File: config.mk
export PLATFORM = sky130hd
export DESIGN_NAME = mcbq_ram
export DESIGN_NICKNAME = d
export VERILOG_FILES = /design/src/sv/mcbq_ram.sv
export SDC_FILE = /design/constraint.sdc
export NUM_CORES = 1
export LEC_CHECK = 0
export BUFFER_PORTS_ARGS = -buffer_cell sky130_fd_sc_hd__buf_2
export CAP_MARGIN = 20
export CORE_MARGIN = 5
export CORE_UTILIZATION = 30
export CTS_BUF_LIST = sky130_fd_sc_hd__clkbuf_8
export DETAILED_ROUTE_END_ITERATION = 8
export SLEW_MARGIN = 10
export SYNTH_ARGS = -nofsm -noshare
export SYNTH_HDL_FRONTEND = slang
export SYNTH_SLANG_ARGS = --single-unit
File: constraint.sdc
create_clock -name aclk -period 4.5 [get_ports aclk]
set_input_delay 0.675 -clock aclk [delete_from_list [all_inputs] [get_ports aclk]]
set_output_delay 0.675 -clock aclk [all_outputs]
set_load 0.02 [all_outputs]
File: src/sv/mcbq_ram.sv
// ============================================================================
// mcbq_ram
// Generic single-port-write, single-port-read RAM with a registered read.
// ============================================================================
`default_nettype none

module mcbq_ram #(
    parameter int WIDTH = 8,
    parameter int DEPTH = 32,
    localparam int AW = (DEPTH > 1) ? $clog2(DEPTH) : 1
) (
    input  wire logic             aclk,
    input  wire logic             we,
    input  wire logic [AW-1:0]    waddr,
    input  wire logic [WIDTH-1:0] wdata,
    input  wire logic             re,
    input  wire logic [AW-1:0]    raddr,
    output logic      [WIDTH-1:0] rdata
);

    logic [WIDTH-1:0] mem_reg [DEPTH];
    logic [WIDTH-1:0] rdata_reg;

    always_ff @(posedge aclk) begin
        if (we) begin
            mem_reg[waddr] <= wdata;
        end
        if (re) begin
            rdata_reg <= mem_reg[raddr];
        end
    end

    assign rdata = rdata_reg;

endmodule : mcbq_ram

`default_nettype wire
# Word-level counts from Yosys, hierarchy flattened
# Memories as Yosys holds them, arrays and structs flattened. A register that Yosys moved wholly into a read port is not among the register bits.
# Cells that the tools add are included.
# word_totals
ff_bits	0
latchBits	0
ram_bits	256
mem_bits_ro	0
input_bits	21
output_inout_bits	8
wordCells	3
memories	1
# op_classes
add_sub_neg	0
mul	0
div_mod_pow	0
n_lt_le_gt_ge	0
n_eq_ne	0
shift	0
n_mux	2
bitwise_logic	0
reduce_logical	0
# mem_list
name	words	word_bits	read_ports	rd_ports_with_merged_regs	write_ports	line	rtl
mem_reg	32	8	1	1	1	21	logic [WIDTH-1:0] mem_reg [DEPTH];
# op_table
cell	n
1-bit two-way mux	2

# Depth between registers and ports, before layout
# logic_depth
ltp_word	2
mapped_depth	5
mapped_depth_nobuf	3

# Worst setup path before layout
# OpenSTA, ideal clock, no wires.
# synth_timing
path_kind	input to register
start	input raddr[2]
end	register rdata_reg[0] (netlist: rdata[0]) (read register of mem_reg) (data pin)
arrival_time_ps	2357
required_time_ps	4240
setup_slack_ps	1883
cell_stages	5
cell_sequence	clkbuf_1 > clkbuf_1 > mux4_2 > mux4_2 > mux2_2
# synth_rtl
item	line	rtl
from (decl)	17	input wire logic [AW-1:0] raddr,
to (decl)	22	logic [WIDTH-1:0] rdata_reg;

==> results.py <==
metrics = {
    "run_status": {
        "status": "finished clean",
    },
    "floorplanning": {
        "io_pins": 29,
        "rows": 67,
        "dieHeight_um": 194,
        "start_util_pct": 30.3,
        "core_region_area_um2": 33400,
        "die_area_um2": 37600,
        "fp.dieW_um": 194,
    },
    "logic_synthesis": {
        "synth.top_cell.area_share_pct": 78.2,
        "yosys-top-cells-area": "edfxtp_1, mux4_2, nor2_1",
        "synth_top_area_cell": "edfxtp_1",
        "syn_avg_cell_area_um2": 24.3,
        "synth_cell_types": 14,
        "yosys-top-cells-count": "edfxtp_1, mux4_2, nor2_1",
        "synth_cells": 417,
        "yosys_most_used_dff": "edfxtp_1",
        "yosysMostFrequentCell": "edfxtp_1",
        "yosys_warnings": 0,
        "synth_edf_count": 264,
        "yosysSeqAreaShare_pct": 78.2,
        "ys_ff_latch": 264,
        "syn_area_um2": 10100,
        "synth_nets": 438,
        "synth_async_sr_flop_share_pct": 0,
    },
    "job": {
        "max-cap-violations": 0,
    },
    "cells_and_area": {
        "fillers": 3071,
        "area_delta_synth_final_pct": 13.4,
        "drive_above_1_share_pct": 34.1,
        "largest_reg_flops": 256,
        "antenna_cells": 0,
        "finalNetCount": 494,
    },
    "setup_path": {
        "path_max_fanout": 29,
        "path_cells": "buf_4 -> buf_12 -> mux4_2 -> mux4_2 -> mux2_2",
        "cp.required_ps": 4780,
        "cp-start-kind": "input port",
        "rr_startpoint": "mem_reg[20][0]",
        "r2r_cells": 3,
        "cp-end-kind": "register",
        "path_depth": 5,
        "crit_top_cell": "mux4_2",
        "criticalPathCategory": "in -> reg",
        "worstPathArrival_ps": 2880,
        "cpLargestDelayFamily": "multiplexers",
        "worst-path-buf-inv": 2,
        "cp-startpoint": "raddr[0]",
        "slowest_stage": "mux4_2",
        "slowest_delay_ps": 610,
    },
    "timing": {
        "final.setup.tns_ps": 0,
        "finalHoldViolCount": 0,
        "fin_skew_ps": 20.8,
        "setup_violations": 0,
        "fmax_mhz": 385,
        "maxSlewHeadroom_pct": 29.5,
        "maxSlewViolCount": 0,
        "setup_ws_ps": 1900,
        "rsz0062_at_grt": "false",
        "fin_crit_ps": 2600,
        "tightest_slew_ps": 1050,
        "period_share_pct": 57.8,
    },
    "clock_tree": {
        "clkTransAtPathRegs_ps": 60,
        "cts_buffers": 42,
        "clkLatencyLatePin_ps": 530,
        "clock-sinks": 264,
        "cts.repair.resized": 0,
        "cts-hold-fix-buffers": 0,
        "cts-htree-levels": 2,
        "cts_buffer_depth": 3,
        "cts-root-buf": "clkbuf_8",
        "post_cts_buffers": 0,
        "tritoncts": "done",
    },
    "power": {
        "finalPower_w": 0.00478,
        "p_leak_nw": 3.51,
        "p_per_area_nw_per_um2": 415,
        "irDropWorstVdd_mv": 0.170,
    },
    "grt": {
        "grt_use_total_pct": 11.7,
        "antenna_found_initial": 0,
        "grt_start_max_net_pins": 37,
        "overflow": 0,
        "grt_pass1_vias": 4855,
        "grt_pass1_wl_mm": 33.0,
    },
    "drt": {
        "wl_mm": 22.0,
        "viasPerCell": 4.86,
        "wire_per_inst_um": 23.2,
        "vias": 4603,
        "drt_iter0_markers": 495,
        "drtPass1Iterations": 5,
        "antenna_left": 0,
        "post-route-drc-count": 0,
    },
    "placement": {
        "post-place-ws_ps": 1300,
        "hpwl_mm": 13.7,
        "port_buffers": 28,
        "place_congestion": 0.789,
    },
    "worst_hold_path": {
        "hold_class": "in -> reg",
        "min_path_cells": 1,
        "min-delay-start": "re",
    },
}
-- layout make-up --
| class | instances | area [µm²] | share of cell area (%) |
|---|---|---|---|
| tap | 448 | 561 | 4.88 |
| sequential | 264 | 7930 | 69.0 |
| multi-input combinational | 133 | 2100 | 18.3 |
| clock buffer | 43 | 592 | 5.15 |
| timing repair buffer | 32 | 201 | 1.75 |
| clock inverter | 27 | 113 | 0.980 |
-- placed cells by master (no fill, tap or decap) --
master      instances
buf_12              2
clkinv_4            1
clkinvlp_4          1
or3_1               1
nand2_1             1
edfxtp_1          264
clkinv_2            2
clkinv_1           15
buf_2              27
mux4_2             80
or3b_2              3
buf_4               2
mux2_2              8
buf_6               1
clkbuf_8           43
nand3b_1            5
nor2_1             33
nand3_1             2
inv_1               8
-- per-layer routing --
layer,part of all wire (%),wire length [µm],GRT usage [%],up-vias
met4,2.2,474,3.51,0
met2,48,10500,18.1,204
met3,7.2,1570,2.88,35
met5,0,0,0,-
li1,-,-,-,1899
met1,43,9420,16.5,2465
-- final timing paths --
| path | to | slack (ps) |
|---|---|---|
| min | rdata[1] | 520 |
| max reg2reg | rdata[0] | 2520 |
| max | rdata[7] | 1900 |
| min reg2reg | rdata[4] | 980 |
-- power by group --
part	switching, W	internal (W)	total (W)
logic	0.000153	0.000108	0.000261
registers	0.0000114	0.00275	0.00276
clock network	0.000876	0.000881	0.00176
-- stage by stage --
step           instance area, µm²  instances  utilization, %  hold WS (ps)
3_3_place_gp                10800        876            32.2           951
4_1_cts                     11500        946            34.3           492
3_5_place_dp                10800        876            32.2           973
6_report                    11500        947            34.4           518
2_1_floorplan               10100        417               -           774
5_1_grt                     11500        947            34.4           501
-- worst reg2reg max path: stages (launching register included) --
cell,delay (ps)
edfxtp_1,370
mux4_2,540
mux4_2,540
mux2_2,290
-- cell families after synthesis --
| kind of cell | share of synthesized area [%] |
|---|---|
| mux | 18.7 |
| simple gates | 2.05 |
| buf+inv | 1.05 |
| flops | 78.2 |
No activity file was read; power rests on OpenSTA's default activity.
